$ cat src/ads_pkg.sv
`timescale 1ns / 1ps

package ads_pkg;

	// Default build values.
	localparam int DEF_MAX_STEPS   = 8;
	localparam int DEF_SAMPLE_BITS = 24;

	// Coefficient format: signed Q2.14.
	localparam int COEFF_BITS = 16;
	localparam int FRAC_COEFF = 14;

	// Configuration port.
	localparam int STEP_BITS      = 4;
	localparam int CFG_INDEX_BITS = 2;
	localparam int CFG_DATA_BITS  = 16;

	typedef enum logic [CFG_INDEX_BITS-1:0] {
		REG_ADVECT,
		REG_DIFFUSE,
		REG_STEPS
	} cfg_reg_t;

	localparam logic signed [COEFF_BITS-1:0] ADVECT_RESET  = 16'sd4096;
	localparam logic signed [COEFF_BITS-1:0] DIFFUSE_RESET = 16'sd4096;
	localparam logic [STEP_BITS-1:0]         STEPS_RESET   = 4'd1;

	typedef struct packed {
		logic signed [COEFF_BITS-1:0] advect;
		logic signed [COEFF_BITS-1:0] diffuse;
	} coef_t;

endpackage

$ cat src/ads_cell.sv
`timescale 1ns / 1ps

module ads_cell #(
	parameter int SAMPLE_BITS = ads_pkg::DEF_SAMPLE_BITS
) (
	input  logic                          clk,
	input  logic                          arst_n,
	input  logic                          enable,
	input  ads_pkg::coef_t                coef,
	input  logic                          in_valid,
	output logic                          in_ready,
	input  logic signed [SAMPLE_BITS-1:0] in_sample,
	input  logic                          in_last,
	output logic                          out_valid,
	input  logic                          out_ready,
	output logic signed [SAMPLE_BITS-1:0] out_sample,
	output logic                          out_last
);
	import ads_pkg::*;

	localparam int DA_W  = SAMPLE_BITS + 1;
	localparam int DB_W  = SAMPLE_BITS + 2;
	localparam int PA_W  = DA_W + COEFF_BITS;
	localparam int PB_W  = DB_W + COEFF_BITS;
	localparam int SUM_W = SAMPLE_BITS + 5;
	localparam logic signed [SUM_W-1:0] SAT_HI =
		{{(SUM_W-SAMPLE_BITS+1){1'b0}}, {(SAMPLE_BITS-1){1'b1}}};
	localparam logic signed [SUM_W-1:0] SAT_LO = ~SAT_HI;

	// input skid slot
	logic                          skid_v_q;
	logic signed [SAMPLE_BITS-1:0] skid_x_q;
	logic                          skid_last_q;

	// row state
	logic                          held_q;
	logic                          phase_q;
	logic signed [SAMPLE_BITS-1:0] left_q;
	logic signed [SAMPLE_BITS-1:0] centre_q;

	// pipeline
	logic                          v_s1, v_s2, v_s3;
	logic signed [SAMPLE_BITS-1:0] l_s1, f_s1, r_s1, f_s2, x_s3;
	logic                          last_s1, last_s2, last_s3;
	logic signed [PA_W-1:0]        pa_s2;
	logic signed [PB_W-1:0]        pb_s2;

	logic                          s1_ok, s2_ok, s3_ok;
	logic                          head_valid, head_last, act, emit, take;
	logic signed [SAMPLE_BITS-1:0] head_x, e_l, e_f, e_r;
	logic                          e_last;
	logic signed [DA_W-1:0]        diff_a;
	logic signed [DB_W-1:0]        diff_b;
	logic signed [SUM_W-1:0]       sum;

	assign in_ready   = !skid_v_q;
	assign head_valid = skid_v_q || in_valid;
	assign head_x     = skid_v_q ? skid_x_q : in_sample;
	assign head_last  = skid_v_q ? skid_last_q : in_last;

	assign s3_ok = !v_s3 || out_ready;
	assign s2_ok = !v_s2 || s3_ok;
	assign s1_ok = !v_s1 || s2_ok;
	assign act   = head_valid && s1_ok;

	// Decide what the head beat produces this cycle.
	always_comb begin
		emit   = 1'b0;
		take   = 1'b0;
		e_l    = head_x;
		e_f    = head_x;
		e_r    = head_x;
		e_last = head_last;
		if (act) begin
			if (!enable) begin
				// bypass: a flat neighborhood returns the sample itself
				emit = 1'b1;
				take = 1'b1;
			end else if (phase_q) begin
				// second result at row end, right edge replicated
				emit   = 1'b1;
				take   = 1'b1;
				e_l    = centre_q;
				e_last = 1'b1;
			end else if (!held_q) begin
				// row start: a single-sample row emits at once, else just hold
				emit = head_last;
				take = 1'b1;
			end else begin
				emit   = 1'b1;
				take   = !head_last;
				e_l    = left_q;
				e_f    = centre_q;
				e_last = 1'b0;
			end
		end
	end

	always_ff @(posedge clk or negedge arst_n) begin
		if (!arst_n) begin
			skid_v_q <= 1'b0;
			held_q   <= 1'b0;
			phase_q  <= 1'b0;
			v_s1     <= 1'b0;
			v_s2     <= 1'b0;
			v_s3     <= 1'b0;
		end else begin
			if (skid_v_q) begin
				if (take) skid_v_q <= 1'b0;
			end else if (in_valid && !take) begin
				skid_v_q <= 1'b1;
			end
			if (act && enable) begin
				if (phase_q) begin
					held_q  <= 1'b0;
					phase_q <= 1'b0;
				end else if (!held_q) begin
					held_q <= !head_last;
				end else if (head_last) begin
					phase_q <= 1'b1;
				end
			end
			if (s1_ok) v_s1 <= emit;
			if (s2_ok) v_s2 <= v_s1;
			if (s3_ok) v_s3 <= v_s2;
		end
	end

	assign diff_a = DA_W'(r_s1) - DA_W'(l_s1);
	assign diff_b = DB_W'(r_s1) + DB_W'(l_s1) - (DB_W'(f_s1) <<< 1);
	assign sum    = SUM_W'(f_s2) - SUM_W'(pa_s2 >>> FRAC_COEFF)
	              + SUM_W'(pb_s2 >>> FRAC_COEFF);

	always_ff @(posedge clk) begin
		if (!skid_v_q && in_valid && !take) begin
			skid_x_q    <= in_sample;
			skid_last_q <= in_last;
		end
		if (act && enable && !phase_q) begin
			if (!held_q) begin
				left_q   <= head_x;
				centre_q <= head_x;
			end else if (!head_last) begin
				left_q   <= centre_q;
				centre_q <= head_x;
			end
		end
		if (s1_ok && emit) begin
			l_s1    <= e_l;
			f_s1    <= e_f;
			r_s1    <= e_r;
			last_s1 <= e_last;
		end
		if (s2_ok && v_s1) begin
			f_s2    <= f_s1;
			pa_s2   <= PA_W'(diff_a) * PA_W'(coef.advect);
			pb_s2   <= PB_W'(diff_b) * PB_W'(coef.diffuse);
			last_s2 <= last_s1;
		end
		if (s3_ok && v_s2) begin
			if (sum > SAT_HI)      x_s3 <= SAT_HI[SAMPLE_BITS-1:0];
			else if (sum < SAT_LO) x_s3 <= SAT_LO[SAMPLE_BITS-1:0];
			else                   x_s3 <= sum[SAMPLE_BITS-1:0];
			last_s3 <= last_s2;
		end
	end

	assign out_valid  = v_s3;
	assign out_sample = x_s3;
	assign out_last   = last_s3;

	a_phase_parked: assert property (@(posedge clk) disable iff (!arst_n)
		phase_q |-> (skid_v_q && held_q))
		else $error("row-end phase without a parked last beat");

	a_phase_closes_row: assert property (@(posedge clk) disable iff (!arst_n)
		(phase_q && s1_ok) |=> (!phase_q && !held_q))
		else $error("row state not cleared after final result");

	a_untaken_parks: assert property (@(posedge clk) disable iff (!arst_n)
		(in_valid && in_ready && !take) |=> skid_v_q)
		else $error("accepted beat lost");

endmodule

$ cat config.mk
export PLATFORM = sky130hd
export DESIGN_NAME = ads_cell
export DESIGN_NICKNAME = d
export VERILOG_FILES = /design/src/ads_pkg.sv /design/src/ads_cell.sv
export SDC_FILE = /design/constraint.sdc
export NUM_CORES = 2
export LEC_CHECK = 0
export BUFFER_PORTS_ARGS = -buffer_cell sky130_fd_sc_hd__buf_2
export CAP_MARGIN = 20
export CORE_ASPECT_RATIO = 2
export CORE_MARGIN = 2
export CORE_UTILIZATION = 60
export CTS_CLUSTER_DIAMETER = 40
export CTS_CLUSTER_SIZE = 30
export DETAILED_ROUTE_END_ITERATION = 8
export GPL_TIMING_DRIVEN = 0
export HOLD_SLACK_MARGIN = 0.1
export PLACE_DENSITY_LB_ADDON = 0.2
export SETUP_SLACK_MARGIN = 0.2
export SLEW_MARGIN = 20
export SYNTH_ARGS = -nofsm -noshare
export SYNTH_HDL_FRONTEND = slang
export SYNTH_SLANG_ARGS = --single-unit
export TNS_END_PERCENT = 50
$ cat constraint.sdc
create_clock -name clk -period 20.6 [get_ports clk]
set_input_delay 4.12 -clock clk [delete_from_list [all_inputs] [get_ports clk]]
set_output_delay 4.12 -clock clk [all_outputs]
set_load 0.005 [all_outputs]
## Yosys cells after proc, flatten, opt, wreduce, memory -nomap -nowiden

Index checks and enable logic that the tools add are counted.

- Bits in registers: 285
- Bits of input ports: 62
- Logic and storage cells: 86

- Add/subtract/negate cells: 5
- $mul: 2
- Magnitude comparators: 2
- Equality and inequality tests: 1
- Mux-type cells: 35
- Reductions and logical operators: 21

Operators by type and width:

| operator | number |
|---|---|
| $mux W24 | 14 |
| $mul A26 B16 Y42 | 1 |
| $mul A25 B16 Y41 | 1 |
| $add A28 B28 Y29 | 1 |
| $gt A29 B24 Y1 const B | 1 |
| $lt A29 B24 Y1 const B | 1 |
| $sub A24 B27 Y28 | 1 |
| $sub A25 B25 Y26 | 1 |
| $add A24 B24 Y25 | 1 |
| $sub A24 B24 Y25 | 1 |
| $mux W1 | 21 |
| $logic_and A1 B1 Y1 | 9 |
| $logic_not A1 Y1 | 7 |
| $logic_or A1 B1 Y1 | 4 |
| $ne A2 B2 Y1 const B | 1 |
| $reduce_and A2 Y1 | 1 |

## Depth between registers and ports, before layout

- Depth in word-level cells: 10
- Depth in mapped cells: 39
- Depth with buffers taken out: 37

## Worst setup path before layout

OpenSTA, ideal clock, no wires.

- Kind: input port to flip-flop
- Start point: in out_ready
- End point: reg f_s1[0] (enable)
- Setup time: 0.619 ns
- Arrival: 9.907 ns
- Slack: 10.074 ns
- Cell stages on the path: 4
- Cells stage by stage: nand2b_1 > nor2_1 > a21oi_1 > a21boi_0

- Cells in the longest elaborated chain, start to end: 6

RTL lines:

| item | RTL line | text |
|---|---|---|
| start, declared | ads_cell.sv:15 | `input logic out_ready,` |
| $logic_or A1 B1 Y1 * | ads_cell.sv:61 | `assign s3_ok = !v_s3 \|\| out_ready;` |
| $logic_or A1 B1 Y1 * | ads_cell.sv:62 | `assign s2_ok = !v_s2 \|\| s3_ok;` |
| $logic_or A1 B1 Y1 * | ads_cell.sv:63 | `assign s1_ok = !v_s1 \|\| s2_ok;` |
| $logic_and A1 B1 Y1 | ads_cell.sv:64 | `assign act = head_valid && s1_ok;` |
| $mux W1 | ads_cell.sv:74 | `if (act) begin` |
| $logic_and A1 B1 Y1 * | ads_cell.sv:148 | `if (s1_ok && emit) begin` |
| end signal, assigned | ads_cell.sv:150 | `f_s1 <= e_f;` |
| end, declared | ads_cell.sv:43 | `logic signed [SAMPLE_BITS-1:0] l_s1, f_s1, r_s1, f_s2, x_s3;` |

Mark *: on every way between the ends. The rest lies on a longest branch, timed or not.
A chain may end at the register's enable or synchronous reset.

## Worst setup path in the final report

- Start point: in coef[18] (netlist bit)
- End point: reg pa_s2[39] (data pin)

- Cells in the longest elaborated chain, start to end: 1

RTL lines:

| item | RTL line | text |
|---|---|---|
| start, declared | ads_cell.sv:9 | `input ads_pkg::coef_t coef,` |
| $mul A25 B16 Y41 | ads_cell.sv:156 | `pa_s2 <= PA_W'(diff_a) * PA_W'(coef.advect);` |
| end signal, assigned | ads_cell.sv:156 |  |
| end, declared | ads_cell.sv:45 | `logic signed [PA_W-1:0] pa_s2;` |

No other way between the ends.

==> impl.org <==
** Status
- Result of the run :: finished clean

** Floorplanning
- The die is 199 µm wide.
- The core region is between 0.07 and 0.08 mm².
- Die area :: between 0.07 and 0.08 mm²
- Die Span Y :: 393 µm
- Once the floorplan was initialized, standard cells occupied between 60% and 70% of the core.
- Num rows :: ~140
- 89 I/O pins were placed.

** Drt
- Wire length reported by the detailed router :: ~170000 µm
- For this block, the via count after detailed routing is ~36000.
- Number of nets with antenna violations after routing :: 0
- The pre-antenna-repair detailed-routing pass consisted of 8 iterations.
- Average routed wire per standard cell :: 27.7 µm
- Iteration-0 DRC Markers :: 2920
- Post-DR vias/cell :: around 6.1
- After detailed routing, the number of remaining DRC violations is 0.

** STA
- Final slew viol count :: 0
- Final hold violation count :: 0
- Setup TNS Final :: 0 ns
- Headroom to the max-slew limit came out at a little under an eighth.
- Setup repair after global routing missed its margin :: false
- Final worst path period share :: around 63%
- Max Clk Rate :: ~78 MHz
- Min cycle time layout :: approximately 13 ns
- Final setup fails :: 0
- Slew at the pin with the worst max-slew slack :: 1.32 ns
- Clock skew after layout :: ~0.037 ns

** Global routing
- For this run the aggregate overflow at the end of global routing stands at 0.
- Entering global routing, the biggest net connects between 50 and 60 pins.
- The number of antenna violations at the first check in global routing was 18.
- Wire length of the first global-routing pass :: between 200000 and 250000 µm
- Via count of the first global-routing pass :: roughly 39000
- GRT Overall Usage :: roughly 44%

** CTS
- Post-CTS Setup Inserts :: 0
- Clock tree from TritonCTS :: done
- Clock buffer count from CTS :: 16
- The clock net in this run drives a total of about 260 sinks.
- Htree depth :: 1
- Worst-path clk slew :: 0.10 ns
- Once the clock tree was built, the resizer swapped 0 gates to a different size.
- In this run the deepest clock path goes through 3 buffers.
- Hold-fix buffers at CTS :: 0
- At the later pin of the worst-skew pair, clock insertion delay measures roughly 0.55 ns.
- Root buffer selected by CTS :: sky130_fd_sc_hd__clkbuf_16

** Setup path
- Critical-path top delay cell :: sky130_fd_sc_hd__clkbuf_1
- Endpoint of the lowest-slack register-to-register path :: pa_s2[39]
- For the worst setup path, the data required time is roughly 21 ns.
- Worst endpoint data arrival time :: approximately 13 ns
- Category of cells accounting for the largest share of critical-path delay :: adder cells
- Counting cells, the worst reg-to-reg path comes to 36.
- Most prevalent standard cell on the critical path :: sky130_fd_sc_hd__fa_1
- The worst setup path is captured at a flop.
- Peak per-stage delay on the critical path :: approximately 0.85 ns
- The startpoint identified for the worst register-to-register timing path is r_s1[0].
- The critical path is of the input pin to flop type.
- Setup slack on the worst reg-to-reg path comes out at roughly 8.1 ns.
- Worst Setup Start Kind :: input pin
- Buffers & Inverters on Critical Path :: 8
- In this run the worst path has a maximum fanout of 10.

** Logic synthesis
- The synthesized netlist devotes between 40% and 50% of its cell area to adder and majority cells.
- The number of nets in the synthesized netlist is 5989.
- Count of different cell masters after synthesis :: 80
- Largest family of logic cells by synthesized area :: adder cells
- In this run the mean area of a mapped cell was between 9 and 10 µm².
- Of the total synthesized cell area, the portion taken by XOR and XNOR cells is under 10%.
- After Yosys synthesis, and, or, nand and nor cells account for 14.8% of the synthesized area.
- The mapped netlist covers 0.0455 mm².
- Fraction of the yosys area taken by sequential cells :: between 10% and 20%
- Area share of the largest cell type after synthesis :: between 30% and 40%
- Yosys printed 0 warnings.
- Synth async-reset ratio :: under 10%
- Synthesized flop and latch total :: around 260
- The portion of synthesized area spent on multiplexers is 2.17%.
- Ranked by instance count, the synthesized netlist is headed by sky130_fd_sc_hd__inv_1 (1093), sky130_fd_sc_hd__fa_1 (842), sky130_fd_sc_hd__nand2_1 (544).
- sky130_fd_sc_hd__inv_1 is the most common cell in the netlist.
- Number of cells produced by synthesis :: ~4800
- Summing the areas of all compound-gate instances in the mapped netlist gives under 10% of the synthesized area.
- The synthesized design spends more area on one cell type than any other, namely sky130_fd_sc_hd__fa_1.
- For this run, the leading register cell type out of synthesis is sky130_fd_sc_hd__edfxtp_1.
- The synthesized design contains roughly 250 enable-type register cells.
- By area the synthesized netlist is led by sky130_fd_sc_hd__fa_1 (37%), sky130_fd_sc_hd__edfxtp_1 (17%), sky130_fd_sc_hd__inv_1 (9.0%).

** Layout
- Across the whole layout, storage elements account for slightly below 0.008 mm².
- Once layout is done, the placed cells without fillers occupy around 0.048 mm².
- Fraction of final layout cells sized beyond drive strength 1 :: ~5.3%
- Synth-to-layout area growth :: 6.05%
- Area of the multi-input gates :: 0.0330 mm²
- The net count of the finished layout is about 6100.
- Fill cells in the final layout number approximately 6500.

** Place
- Number of I/O port buffers :: 72
- Post-placement cell area :: ~0.047 mm²
- Post-DP HPWL :: around 130000 µm
- At the end of routability-driven placement, the weighted congestion stood at 1.07.

** Worst hold path
- The worst hold path was traced through 0 stages.
- The worst hold path terminates at out_last.
- In this run the most critical hold path is launched from last_s2.
- The tightest min-delay check is of the flop to flop type.

** Job
- Reported max-cap violation count :: 0
[area by class of cell]
class | instances | share of cell area (%)
repair buffers | 92 | 1.30
clock buffers | 19 | 0.898
diodes | 15 | 0.0778
well taps | 1008 | 2.62
inverters | 1096 | 8.53
flip-flops and latches | 257 | 15.9
clock inverters | 8 | 0.332
multi-input cells | 3214 | 68.3
plain buffers | 245 | 1.98
[metal layers]
metal,part of all wire [%],GRT usage (%)
met5,0.032,0
met2,49,73.0
met4,15,49.4
met3,8.8,13.3
met1,28,40.4
[metrics by stage]
stage               setup slack [ns]  cells  util (%)  hold slack (ns)
detailed placement              7.58   5908      63.3            0.421
finish                          7.71   5954      64.3            0.436
CTS                             8.14   5935      64.1            0.442
floorplan                      10.07   4812         -            0.400
global placement                7.33   5892      62.8            0.406
global route                    7.66   5939      64.3            0.446
[registers in the layout, indices dropped and copies added, names as in the netlist, 24 cells and up]
signal      cells
f_s2           24
left_q         24
out_sample     24
pb_s2          28
pa_s2          27
centre_q       24
r_s1           24
f_s1           24
l_s1           24
skid_x_q       24
[how the worst max path moves through the flow]
stage,cells past startpoint,endpoint,start
2_1_floorplan,4,f_s1[0],out_ready
3_3_place_gp,5,l_s1[1],out_ready
5_1_grt,22,pa_s2[40],coef[18]
4_1_cts,25,pa_s2[39],coef[18]
3_5_place_dp,23,pa_s2[40],coef[18]
6_report,26,pa_s2[39],coef[18]
[layout by cell type, fill, tap and decap left out, types with 73 or more instances in the layout]
master / synthesis / layout
sky130_fd_sc_hd__nor2b_1: 76 / 75
sky130_fd_sc_hd__clkbuf_1: 223 / 222
sky130_fd_sc_hd__and2_1: 248 / 246
sky130_fd_sc_hd__a21oi_1: 125 / 125
sky130_fd_sc_hd__fa_1: 842 / 842
sky130_fd_sc_hd__buf_2: 4 / 76
sky130_fd_sc_hd__ha_1: 273 / 273
sky130_fd_sc_hd__o22ai_1: 73 / 73
sky130_fd_sc_hd__xnor2_1: 88 / 80
sky130_fd_sc_hd__nand2b_1: 76 / 76
sky130_fd_sc_hd__inv_1: 1093 / 1093
sky130_fd_sc_hd__nand2_1: 544 / 544
sky130_fd_sc_hd__edfxtp_1: 251 / 251
sky130_fd_sc_hd__nor2_1: 116 / 115
[kinds of logic (layout without fill, tap and decap cells)]
logic type	count (synthesis)	in the layout
xor gates and xnor gates	129	129
AOI/OAI and AO/OA	545	545
other	0	15
DFF	257	257
and+or+nand+nor	1336	1336
adders and majority gates	1115	1115
buffers and inverters	1341	1460
muxes	89	89
[worst reg2reg max path, delay by kind of cell, from the launching register on]
kind,cells,cell delay [ns]
compound gates,16,5.25
xor+xnor,1,0.30
fa+ha+maj,9,4.24
buf+inv,7,1.62
flops,1,0.43
simple gates,3,0.35
Power is not shown: default switching activity piles up to over one toggle a cycle in this logic, so the estimate is an artifact.
